===== src/sv/wpa_pkg.sv =====
// ----------------------------------------------------------------------------
// wpa_pkg
// Shared types, constants and the control store for the windowed pose average.
// ----------------------------------------------------------------------------
`default_nettype none

package wpa_pkg;

  localparam int WL_W = 6;
  localparam logic [WL_W-1:0] WL_RESET = 6'd20;

  // divider lanes: x, y, qw, qx, qy, qz
  localparam int LANES = 6;
  localparam int LANE_X = 0;
  localparam int LANE_Y = 1;
  localparam int LANE_Q = 2;

  localparam int PC_W = 3;
  typedef logic [PC_W-1:0] pc_t;

  localparam pc_t STEP_WAIT     = 3'd0;
  localparam pc_t STEP_CHECK    = 3'd1;
  localparam pc_t STEP_REF      = 3'd2;
  localparam pc_t STEP_LOOP     = 3'd3;
  localparam pc_t STEP_DIV_GO   = 3'd4;
  localparam pc_t STEP_FEW      = 3'd5;
  localparam pc_t STEP_DIV_WAIT = 3'd6;
  localparam pc_t STEP_EMIT     = 3'd7;

  typedef enum logic [2:0] {
    JMP_NEXT      = 3'd0,
    JMP_ALWAYS    = 3'd1,
    JMP_NO_INPUT  = 3'd2,
    JMP_FEW       = 3'd3,
    JMP_LOOP_BUSY = 3'd4,
    JMP_DIV_BUSY  = 3'd5,
    JMP_OUT_FULL  = 3'd6
  } jmp_t;

  typedef struct packed {
    logic accept;      // take an input item, evict if window full
    logic rd_ref;      // read the oldest entry
    logic ref_load;    // capture reference quaternion
    logic loop_start;  // clear sums, start streaming the window
    logic div_start;
    logic emit;        // load result register, append new pose
    jmp_t jmp;
    pc_t  target;
  } uctl_t;

  typedef struct packed {
    logic in_valid;
    logic few;
    logic loop_busy;
    logic div_busy;
    logic out_full;
  } ustat_t;

  typedef struct packed {
    logic [31:0]      px;
    logic [31:0]      py;
    logic [3:0][15:0] q;   // q[0] = w
  } pose_t;

  function automatic uctl_t ucode(input pc_t pc);
    uctl_t w;
    w = uctl_t'('0);
    unique case (pc)
      STEP_WAIT: begin
        w.accept = 1'b1;
        w.jmp    = JMP_NO_INPUT;
        w.target = STEP_WAIT;
      end
      STEP_CHECK: begin
        w.rd_ref = 1'b1;
        w.jmp    = JMP_FEW;
        w.target = STEP_FEW;
      end
      STEP_REF: begin
        w.ref_load   = 1'b1;
        w.loop_start = 1'b1;
        w.jmp        = JMP_NEXT;
        w.target     = STEP_LOOP;
      end
      STEP_LOOP: begin
        w.jmp    = JMP_LOOP_BUSY;
        w.target = STEP_LOOP;
      end
      STEP_DIV_GO: begin
        w.div_start = 1'b1;
        w.jmp       = JMP_ALWAYS;
        w.target    = STEP_DIV_WAIT;
      end
      STEP_FEW: begin
        w.jmp    = JMP_ALWAYS;
        w.target = STEP_EMIT;
      end
      STEP_DIV_WAIT: begin
        w.jmp    = JMP_DIV_BUSY;
        w.target = STEP_DIV_WAIT;
      end
      STEP_EMIT: begin
        // falls through to step 0 by counter wrap
        w.emit   = 1'b1;
        w.jmp    = JMP_OUT_FULL;
        w.target = STEP_EMIT;
      end
    endcase
    return w;
  endfunction

endpackage

`default_nettype wire


===== src/sv/wpa_seq.sv =====
// ----------------------------------------------------------------------------
// wpa_seq
// Step counter and control store; conditional jumps on datapath status.
// ----------------------------------------------------------------------------
`default_nettype none

module wpa_seq
  import wpa_pkg::*;
(
  input  logic   clk,
  input  logic   rst,
  input  ustat_t stat,
  output uctl_t  ctl
);

  pc_t  pc;
  pc_t  pc_next;
  logic take;

  assign ctl = ucode(pc);

  always_comb begin
    unique case (ctl.jmp)
      JMP_NEXT:      take = 1'b0;
      JMP_ALWAYS:    take = 1'b1;
      JMP_NO_INPUT:  take = ~stat.in_valid;
      JMP_FEW:       take = stat.few;
      JMP_LOOP_BUSY: take = stat.loop_busy;
      JMP_DIV_BUSY:  take = stat.div_busy;
      JMP_OUT_FULL:  take = stat.out_full;
      default:       take = 1'b0;
    endcase
    pc_next = take ? ctl.target : pc + 1'b1;
  end

  always_ff @(posedge clk) begin
    if (rst) begin
      pc <= STEP_WAIT;
    end else begin
      pc <= pc_next;
    end
  end

endmodule

`default_nettype wire


===== config.mk =====
export PLATFORM = sky130hd
export DESIGN_NAME = wpa_seq
export DESIGN_NICKNAME = d
export VERILOG_FILES = /design/src/sv/wpa_pkg.sv /design/src/sv/wpa_seq.sv
export SDC_FILE = /design/constraint.sdc
export NUM_CORES = 1
export LEC_CHECK = 0
export ABC_AREA = 1
export ABC_CLOCK_PERIOD_IN_PS = 1700
export BUFFER_PORTS_ARGS = -buffer_cell sky130_fd_sc_hd__buf_2
export CORE_AREA = 2 2 39 41
export CTS_CLUSTER_DIAMETER = 50
export DETAILED_ROUTE_END_ITERATION = 8
export DIE_AREA = 0 0 41 43
export PLACE_DENSITY = 0.72
export SLEW_MARGIN = 20
export SYNTH_ARGS = -nofsm -noshare
export SYNTH_HDL_FRONTEND = slang
export SYNTH_SLANG_ARGS = --single-unit

===== constraint.sdc =====
create_clock -name clk -period 1.7 [get_ports clk]
set_input_delay 0.34 -clock clk [delete_from_list [all_inputs] [get_ports clk]]
set_output_delay 0.34 -clock clk [all_outputs]
set_load 0.02 [all_outputs]

==> metrics.md <==
| Metric | Value |
|---|---|
| Run status | finished, final reports clean |
| Post-synth EDFFs | 0 |
| CTS H-tree depth | 1 |
| Period utilization | 0.958 |
| Clk_lat worst skew | 0.24 ns |
| Skew final | 0.00871 ns |
| Via count | 468 |
| Power Density | 2170 nW/um^2 |
| Largest net degree at the start of global routing | 8 |
| PortBufs | 18 |
| Slew @ Worst Pin | 0.202 ns |
| Row count | 14 |
| Register area | 66.3 um^2 |
| CTS Sinks | 3 |
| Top cells by area, synth | ha_1 16%, dfxtp_1 13%, inv_1 10% |
| Synth Register Bits | 3 |
| Top reg by flops | pc |
| Mean Syn Cell Area | 6.94 um^2 |
| Worst EP arrival | 1.29 ns |
| Filler cells | 153 |
| Buf+Inv Stages, Crit Path | 2 |
| First-pass GRT wire length | 1800 um |
| Vias per cell | 4.37 |
| Diode count | 0 |
| Post-route antenna net violation count | 0 |
| Final nets | 105 |
| Top-count cell post-synth | inv_1 |
| Unrepaired setup endpoints after global routing | no |
| Maxcap violations | 0 |
| CORE AREA | 1380 um^2 |
| CTS tree | done |
| Asr flop ratio synth | 0 |
| Crit path cell chain | ha_4 -> ha_2 -> inv_2 -> nand3_4 -> buf_2 |
| Fmax | 614 MHz |
| DR WL/cell | 9.53 um |
| Ys Warns | 0 |
| Endpoint type of the worst setup path | output port |
| Starting DRT DRC Count | 3 |
| Final setup violation count | 0 |
| Post-CTS Hold Buffers | 0 |
| Regs by FF count | pc x3 |
| Die width | 41 um |
| GP Congestion | 0.812 |
| Pre-CTS setup slack | 0.0746 ns |
| Peak supply drop | 0.890 mV |
| CP delay by family, top | flip-flops |
| CTS root buf | clkbuf_4 |
| Final core utilization | 0.467 |
| Worst Setup Start Kind | register |
| Reg clk slew, reported paths | 0.04 ns |
| Initial antenna violation count | 0 |
| Yosys cell types | 20 |
| Initial DRT Pass Iterations | 4 |
| Yosys top cell by area | ha_1 |
| Slowest cell delay on critical path | 0.36 ns |
| GRT overflow | 0 |
| CP max-delay cell | dfxtp_4 |
| Post-Synthesis Cells | 68 |
| Slew HR | 0.865 |
| Largest register FFs | 3 |
| DP Area | 588 um^2 |
| Vias in the first global route | 431 |
| Chip height | 43 um |
| Syn nets | 81 |
| Ys flop type | dfxtp_1 |
| Setup TNS | 0 ns |
| Initial Utilization | 0.341 |
| Seq/Total Area, Yosys | 0.127 |
| Setup Buffers After CTS | 0 |
| Top post-synthesis cells by count | 13 x inv_1, 10 x nand2_1, 7 x nor2_1 |
| WP data required | 1.36 ns |
| Num CTS Buffers | 3 |
| Final instance area | 647 um^2 |
| Io pins | 19 |
| Gr usage total | 0.148 |
| DRC | 0 |
| Syn Std Cell Area | 472 um^2 |
| Final Max Tran Viols | 0 |
| Tmin final | 1.63 ns |
| Die area | 1760 um^2 |
| Hold crit path type | input pin to register |
| WL final | 1020 um |
| Multi-input gate area | 349 um^2 |
| Cell leakage power | 0.000369 uW |
| Post-route worst setup slack | 0.0707 ns |
| Final Hold Viols | 0 |
| Clk buf depth | 2 |
| Worst Path Max Fanout | 5 |
| Share of cells above drive strength 1 | 0.538 |
| Yosys top cell area share | 0.159 |
| Synth-to-layout area growth | 37.1% |
| CP Class | register to output port |
| DP Wirelength | 818 um |
through the flow:
| step | cells | power [uW] | hold slack, ns |
|---|---|---|---|
| 3_3_place_gp | 103 | 1210 | 0.605 |
| 6_report | 107 | 1410 | 0.383 |
| 2_1_floorplan | 68 | 970 | 0.504 |
| 5_1_grt | 107 | 1540 | 0.392 |
| 4_1_cts | 107 | 1390 | 0.374 |
| 3_5_place_dp | 103 | 1220 | 0.619 |
repair_timing:
item | CTS | global route
setup endpoints to repair | 2 | 4
resized for setup | 7 | 4
pin swaps | 0 | 1
endpoints found under the hold margin | 0 | 0
logic make-up after synthesis:
| group | after synthesis | share of synthesized area |
|---|---|---|
| simple gates | 35 | 0.464 |
| buf+inv | 19 | 0.188 |
| fa+ha+maj | 6 | 0.159 |
| compound gates | 5 | 0.0610 |
| flops | 3 | 0.127 |
power by group:
| group | internal (uW) | switching, uW | leakage, uW |
|---|---|---|---|
| registers | 114 | 53.2 | 0.0000261 |
| logic | 413 | 699 | 0.000328 |
| clock network | 88.0 | 38.3 | 0.0000150 |
| total | 615 | 790 | 0.000369 |
per-layer routing:
layer	GRT usage	vias up	routed length (um)
li1	-	255	-
met1	0.189	202	435
met2	0.222	11	550
met3	0.0471	0	34
met4	0.0600	0	0
met5	0	-	0
area by class of cell:
type,instances,share of cell area
Clock buffer,4,0.0406
Inverter,17,0.108
Multi-Input combinational cell,46,0.540
Sequential cell,3,0.103
Tap cell,16,0.0309
Timing Repair Buffer,21,0.178
worst min-delay path: stages:
cell,delay [ns]
buf_2,0.07
inv_1,0.05
nand2_1,0.06
nor2_1,0.04
cell usage in the layout (no fill, tap or decap), drive strengths merged:
master and n:
a21oi 3, buf 21, clkbuf 4, clkinv 1
dfxtp 3, ha 6, inv 16, nand2 16
nand3 9, nand4 2, nor2 7, nor3 1
o21ai 2
worst paths after layout:
path              cells after the start  startpoint  slack, ns  endpoint
setup / recovery                      5       pc[0]       0.07    ctl[4]
hold / removal                        4         rst       0.38     pc[2]
setup reg to reg                     12       pc[0]       0.18     pc[1]
hold reg to reg                       3       pc[0]       0.74     pc[0]
No activity file was read; power rests on OpenSTA's default activity.
