**config.mk**
```make
export PLATFORM = sky130hd
export DESIGN_NAME = wpa_div
export DESIGN_NICKNAME = d
export VERILOG_FILES = /design/src/sv/wpa_pkg.sv /design/src/sv/wpa_div.sv
export SDC_FILE = /design/constraint.sdc
export NUM_CORES = 1
export LEC_CHECK = 0
export ABC_AREA = 1
export BUFFER_PORTS_ARGS = -buffer_cell sky130_fd_sc_hd__buf_2
export CAP_MARGIN = 20
export CORE_UTILIZATION = 45
export DETAILED_ROUTE_END_ITERATION = 10
export GPL_TIMING_DRIVEN = 1
export PLACE_DENSITY = 0.68
export SYNTH_ARGS = -nofsm -noshare
export SYNTH_HDL_FRONTEND = slang
export SYNTH_SLANG_ARGS = --single-unit
```
**constraint.sdc**
```tcl
create_clock -name clk -period 10.2 [get_ports clk]
set_clock_uncertainty 0.2 [all_clocks]
set_input_delay 2.55 -clock clk [delete_from_list [all_inputs] [get_ports clk]]
set_output_delay 2.55 -clock clk [all_outputs]
set_load 0.02 [all_outputs]
```
**src/sv/wpa_pkg.sv**
```systemverilog
// ----------------------------------------------------------------------------
// wpa_pkg
// Shared types, constants and the control store for the windowed pose average.
// ----------------------------------------------------------------------------
`default_nettype none

package wpa_pkg;

  localparam int WL_W = 6;
  localparam logic [WL_W-1:0] WL_RESET = 6'd20;

  // divider lanes: x, y, qw, qx, qy, qz
  localparam int LANES = 6;
  localparam int LANE_X = 0;
  localparam int LANE_Y = 1;
  localparam int LANE_Q = 2;

  localparam int PC_W = 3;
  typedef logic [PC_W-1:0] pc_t;

  localparam pc_t STEP_WAIT     = 3'd0;
  localparam pc_t STEP_CHECK    = 3'd1;
  localparam pc_t STEP_REF      = 3'd2;
  localparam pc_t STEP_LOOP     = 3'd3;
  localparam pc_t STEP_DIV_GO   = 3'd4;
  localparam pc_t STEP_FEW      = 3'd5;
  localparam pc_t STEP_DIV_WAIT = 3'd6;
  localparam pc_t STEP_EMIT     = 3'd7;

  typedef enum logic [2:0] {
    JMP_NEXT      = 3'd0,
    JMP_ALWAYS    = 3'd1,
    JMP_NO_INPUT  = 3'd2,
    JMP_FEW       = 3'd3,
    JMP_LOOP_BUSY = 3'd4,
    JMP_DIV_BUSY  = 3'd5,
    JMP_OUT_FULL  = 3'd6
  } jmp_t;

  typedef struct packed {
    logic accept;      // take an input item, evict if window full
    logic rd_ref;      // read the oldest entry
    logic ref_load;    // capture reference quaternion
    logic loop_start;  // clear sums, start streaming the window
    logic div_start;
    logic emit;        // load result register, append new pose
    jmp_t jmp;
    pc_t  target;
  } uctl_t;

  typedef struct packed {
    logic in_valid;
    logic few;
    logic loop_busy;
    logic div_busy;
    logic out_full;
  } ustat_t;

  typedef struct packed {
    logic [31:0]      px;
    logic [31:0]      py;
    logic [3:0][15:0] q;   // q[0] = w
  } pose_t;

  function automatic uctl_t ucode(input pc_t pc);
    uctl_t w;
    w = uctl_t'('0);
    unique case (pc)
      STEP_WAIT: begin
        w.accept = 1'b1;
        w.jmp    = JMP_NO_INPUT;
        w.target = STEP_WAIT;
      end
      STEP_CHECK: begin
        w.rd_ref = 1'b1;
        w.jmp    = JMP_FEW;
        w.target = STEP_FEW;
      end
      STEP_REF: begin
        w.ref_load   = 1'b1;
        w.loop_start = 1'b1;
        w.jmp        = JMP_NEXT;
        w.target     = STEP_LOOP;
      end
      STEP_LOOP: begin
        w.jmp    = JMP_LOOP_BUSY;
        w.target = STEP_LOOP;
      end
      STEP_DIV_GO: begin
        w.div_start = 1'b1;
        w.jmp       = JMP_ALWAYS;
        w.target    = STEP_DIV_WAIT;
      end
      STEP_FEW: begin
        w.jmp    = JMP_ALWAYS;
        w.target = STEP_EMIT;
      end
      STEP_DIV_WAIT: begin
        w.jmp    = JMP_DIV_BUSY;
        w.target = STEP_DIV_WAIT;
      end
      STEP_EMIT: begin
        // falls through to step 0 by counter wrap
        w.emit   = 1'b1;
        w.jmp    = JMP_OUT_FULL;
        w.target = STEP_EMIT;
      end
    endcase
    return w;
  endfunction

endpackage

`default_nettype wire

```
**src/sv/wpa_div.sv**
```systemverilog
// ----------------------------------------------------------------------------
// wpa_div
// Six restoring divider lanes sharing one divisor, two quotient bits a cycle.
// Truncates toward zero.
// ----------------------------------------------------------------------------
`default_nettype none

module wpa_div
  import wpa_pkg::*;
#(
  parameter int CNT_W = 6,
  parameter int DIV_W = 38
) (
  input  logic                    clk,
  input  logic                    rst,
  input  logic                    start,
  input  logic signed [DIV_W-1:0] dividend [LANES],
  input  logic [CNT_W-1:0]        divisor,
  output logic                    busy,
  output logic signed [DIV_W-1:0] quot [LANES]
);

  localparam int ITERS = DIV_W / 2;
  localparam int IT_W  = $clog2(ITERS + 1);

  logic [IT_W-1:0]  iter;
  logic [CNT_W-1:0] dv;
  logic [DIV_W-1:0] acc   [LANES];
  logic [DIV_W-1:0] acc_next [LANES];
  logic [CNT_W:0]   rem   [LANES];
  logic [CNT_W:0]   rem_next [LANES];
  logic             neg   [LANES];

  assign busy = (iter != '0);

  always_comb begin
    for (int l = 0; l < LANES; l++) begin
      rem_next[l] = rem[l];
      acc_next[l] = acc[l];
      for (int s = 0; s < 2; s++) begin
        rem_next[l] = {rem_next[l][CNT_W-1:0], acc_next[l][DIV_W-1]};
        acc_next[l] = {acc_next[l][DIV_W-2:0], 1'b0};
        if (rem_next[l] >= {1'b0, dv}) begin
          rem_next[l]    = rem_next[l] - {1'b0, dv};
          acc_next[l][0] = 1'b1;
        end
      end
      quot[l] = neg[l] ? (~acc[l] + 1'b1) : acc[l];
    end
  end

  always_ff @(posedge clk) begin
    if (rst) begin
      iter <= '0;
    end else if (start) begin
      iter <= IT_W'(ITERS);
    end else if (iter != '0) begin
      iter <= iter - 1'b1;
    end
  end

  always_ff @(posedge clk) begin
    if (start) begin
      dv <= divisor;
      for (int l = 0; l < LANES; l++) begin
        neg[l] <= dividend[l][DIV_W-1];
        acc[l] <= dividend[l][DIV_W-1] ? -dividend[l] : dividend[l];
        rem[l] <= '0;
      end
    end else if (iter != '0) begin
      for (int l = 0; l < LANES; l++) begin
        acc[l] <= acc_next[l];
        rem[l] <= rem_next[l];
      end
    end
  end

endmodule

`default_nettype wire

```
==> summary.json <==
{
  "status": {
    "status": "finished, final reports clean"
  },
  "floorplan": {
    "die_area_mm2": 0.0656,
    "io_pins": 466,
    "die_width_um": 256,
    "core_mm2": 0.0634,
    "floorplan.die.height_um": 256,
    "floorplan.rows": 92,
    "start_util_pct": 45.8
  },
  "sta": {
    "final.min_clock_period_ns": 6.06,
    "finalHoldViolCount": 0,
    "fmax_mhz": 165,
    "grt_setup_unrepaired": "false",
    "max_slew_margin_pct": 32.2,
    "hold-worst-slack_ns": 0.353,
    "tightest_slew_ns": 1.02,
    "timing.final.max_slew_violations": 0,
    "post-route-period-util_pct": 59.4,
    "setup_viol": 0,
    "fin_setup_tns_ns": 0
  },
  "logic_synthesis": {
    "synth.net_count": 4770,
    "mappedNetlistArea_mm2": 0.0291,
    "async_reset_ff_share_pct": 0,
    "sequential_fraction_of_the_synthesis_area_pct": 28.9,
    "synth_ff_type": "sky130_fd_sc_hd__edfxtp_1",
    "postSynthAreaPerCell_um2": 6.55,
    "synth_edf_count": 276,
    "synth-seq-cells": 281,
    "ys_types": 56,
    "ys_warn_count": 0,
    "syn_inst": 4435
  },
  "final_layout": {
    "final_net_count": 5163,
    "final_layout_size_suffix_gt1_share_pct": 13.6,
    "most-common-layout-cells": "sky130_fd_sc_hd__nand2_1 (1,327), sky130_fd_sc_hd__nor2_1 (651), sky130_fd_sc_hd__buf_2 (465), sky130_fd_sc_hd__inv_1 (447), sky130_fd_sc_hd__nand3_1 (357)",
    "final_cells": 5705,
    "area.growth.synth_to_final_pct": 14.5,
    "commonest_non_fill_non_tap_cell_in_the_layout": "sky130_fd_sc_hd__nand2_1",
    "post_layout_util_pct": 52.5
  },
  "clock_tree": {
    "clock-sinks": 281,
    "cts_resized": 0,
    "worst_setup_hold_path_clk_slew_ns": 0.06,
    "hold_buffers": 0,
    "ctsLongestPathBuffers": 3,
    "cts.root.buffer_cell": "sky130_fd_sc_hd__clkbuf_16",
    "numCtsBuffers": 38,
    "cts_tree": "built",
    "number_of_buffers_inserted_to_repair_setup_after_cts": 0,
    "clk-insertion-delay-late_ns": 0.56,
    "clock_tree.htree_level_count": 2
  },
  "critical_path": {
    "worstPathRequired_ns": 7.45,
    "timing_worst_setup_path_type": "flip-flop to output pin",
    "critical_path.n_buffers_inverters": 2,
    "timing.critical_path.fanout_max": 29,
    "biggest_cell_delay_along_the_critical_path_ns": 1.01,
    "crit_path_cell_chain": "clkinv_1 -> nor2_1 -> a21oi_1 -> nand2_1 -> xor2_1 -> buf_2",
    "r2r.worst_path.cells": 19,
    "rr_startpoint": "dv[1]",
    "crit_path_top_delay_cell": "sky130_fd_sc_hd__edfxtp_1",
    "crit_path_end_kind": "output pin",
    "register_to_register_path_setup_slack_ns": 5.37,
    "startpoint_type": "flip-flop",
    "r2r_end": "rem[3][3]",
    "cp_num_cells": 6,
    "path_delay_family": "flip-flops",
    "timing.critical_path.from": "neg[1]",
    "worstPathArrival_ns": 3.31,
    "critical_path.endpoint": "quot[174]"
  },
  "grt": {
    "grt_max_degree": 218,
    "grt_first_pass_wirelength_um": 151000,
    "grt-ovfl-total": 0,
    "antenna_violations_before_repair": 4,
    "grt_pass1_vias": 28400,
    "gr-usage-all-layers_pct": 28.5
  },
  "detailed_routing": {
    "drt-pass1-iter-count": 8,
    "drt_iter0_markers": 2614,
    "routed_wire_length_per_instance_um": 16.9,
    "num_vias": 30500,
    "route.antenna.remaining_nets": 0,
    "route.detailed.drc": 0,
    "wirelength_um": 96600,
    "route.detailed.vias_per_inst": 5.35
  },
  "power_and_ir_drop": {
    "p_per_area_mw_per_mm2": 218,
    "leakage_nw": 15.4,
    "fin_total_pwr_mw": 7.25,
    "max-vdd-ir-drop_v": 0.000141
  },
  "placement": {
    "port_buffers": 465,
    "dp_hpwl_um": 75000,
    "numPlacedInstances": 5632,
    "gp_congestion": 0.979
  },
  "min_path": {
    "worst_hold_path_type": "flip-flop to flip-flop"
  },
  "flow_run": {
    "max-cap-violations": 0
  }
}
[synthesized netlist by cell type (all sizes together), types with 32 or more instances]
library cell / n / area share, %
nor3: 61 / 1.3
ha: 86 / 3.7
edfxtp: 276 / 29
nor2: 692 / 9.5
nand3b: 35 / 0.92
o21ai: 332 / 5.9
xnor2: 69 / 2.1
nand4: 124 / 2.7
inv: 461 / 6.0
a21oi: 63 / 1.2
nand2: 1341 / 17
buf: 66 / 1.3
a31oi: 32 / 0.69
xor2: 270 / 8.1
nand3: 372 / 6.7
clkbuf: 55 / 0.71
[report_power, final]
group	internal [mW]	switching, mW
Sequential	1.70	0.330
Clock	0.805	0.556
Combinational	1.28	2.57
Total	3.79	3.46
[metrics by stage]
step	area [um^2]	setup WS [ns]
after floorplan	29100	1.67
final	33300	4.14
after CTS	33200	4.21
after global placement	32000	4.76
after detailed placement	32000	4.73
after global routing	33300	3.93
[flip-flops by register name, summed over array words and instances, names as in the netlist]
signal / count
neg: 6
dv: 6
iter: 5
acc: 228
rem: 36
[worst min path at each step]
stage	startpoint	to	cells after the start
4_1_cts	iter[3]	iter[3]	2
2_1_floorplan	iter[1]	iter[1]	2
5_1_grt	iter[3]	iter[3]	2
6_report	acc[2][29]	acc[2][31]	2
3_5_place_dp	acc[2][29]	acc[2][31]	2
3_3_place_gp	acc[1][28]	acc[1][30]	2
[worst min-delay path, cell delays in order (launching register included)]
cell and delay (ns):
sky130_fd_sc_hd__edfxtp_1 0.34, sky130_fd_sc_hd__nand2_1 0.06, sky130_fd_sc_hd__nand2_1 0.05
[per-layer routing]
| layer | global-route usage [%] | routed length, um | up-vias |
|---|---|---|---|
| li1 | - | - | 15300 |
| met4 | 11.2 | 3580 | 2 |
| met5 | 0 | 13 | - |
| met3 | 3.54 | 5500 | 201 |
| met1 | 36.7 | 41500 | 14000 |
| met2 | 48.3 | 46000 | 1000 |
[cell families (layout without fill, tap and decap cells)]
logic type | Yosys count | after routing | synth area share, %
compound gates | 474 | 474 | 9.01
xor+xnor | 339 | 339 | 10.2
fa+ha+maj | 98 | 98 | 4.53
buf+inv | 587 | 1008 | 8.05
flops | 281 | 281 | 28.9
other cells | 0 | 3 | 0
simple gates | 2656 | 2656 | 39.3
[cell type report]
cell class	instances	area [um^2]
diodes	3	7.51
clock buffers	42	987
clock inverters	26	264
fillers	6481	30200
inverters	466	1760
multi-input cells	3567	18300
flip-flops and latches	281	8390
well taps	846	1060
repair buffers	474	2460
(Power assumes the default switching activity.)
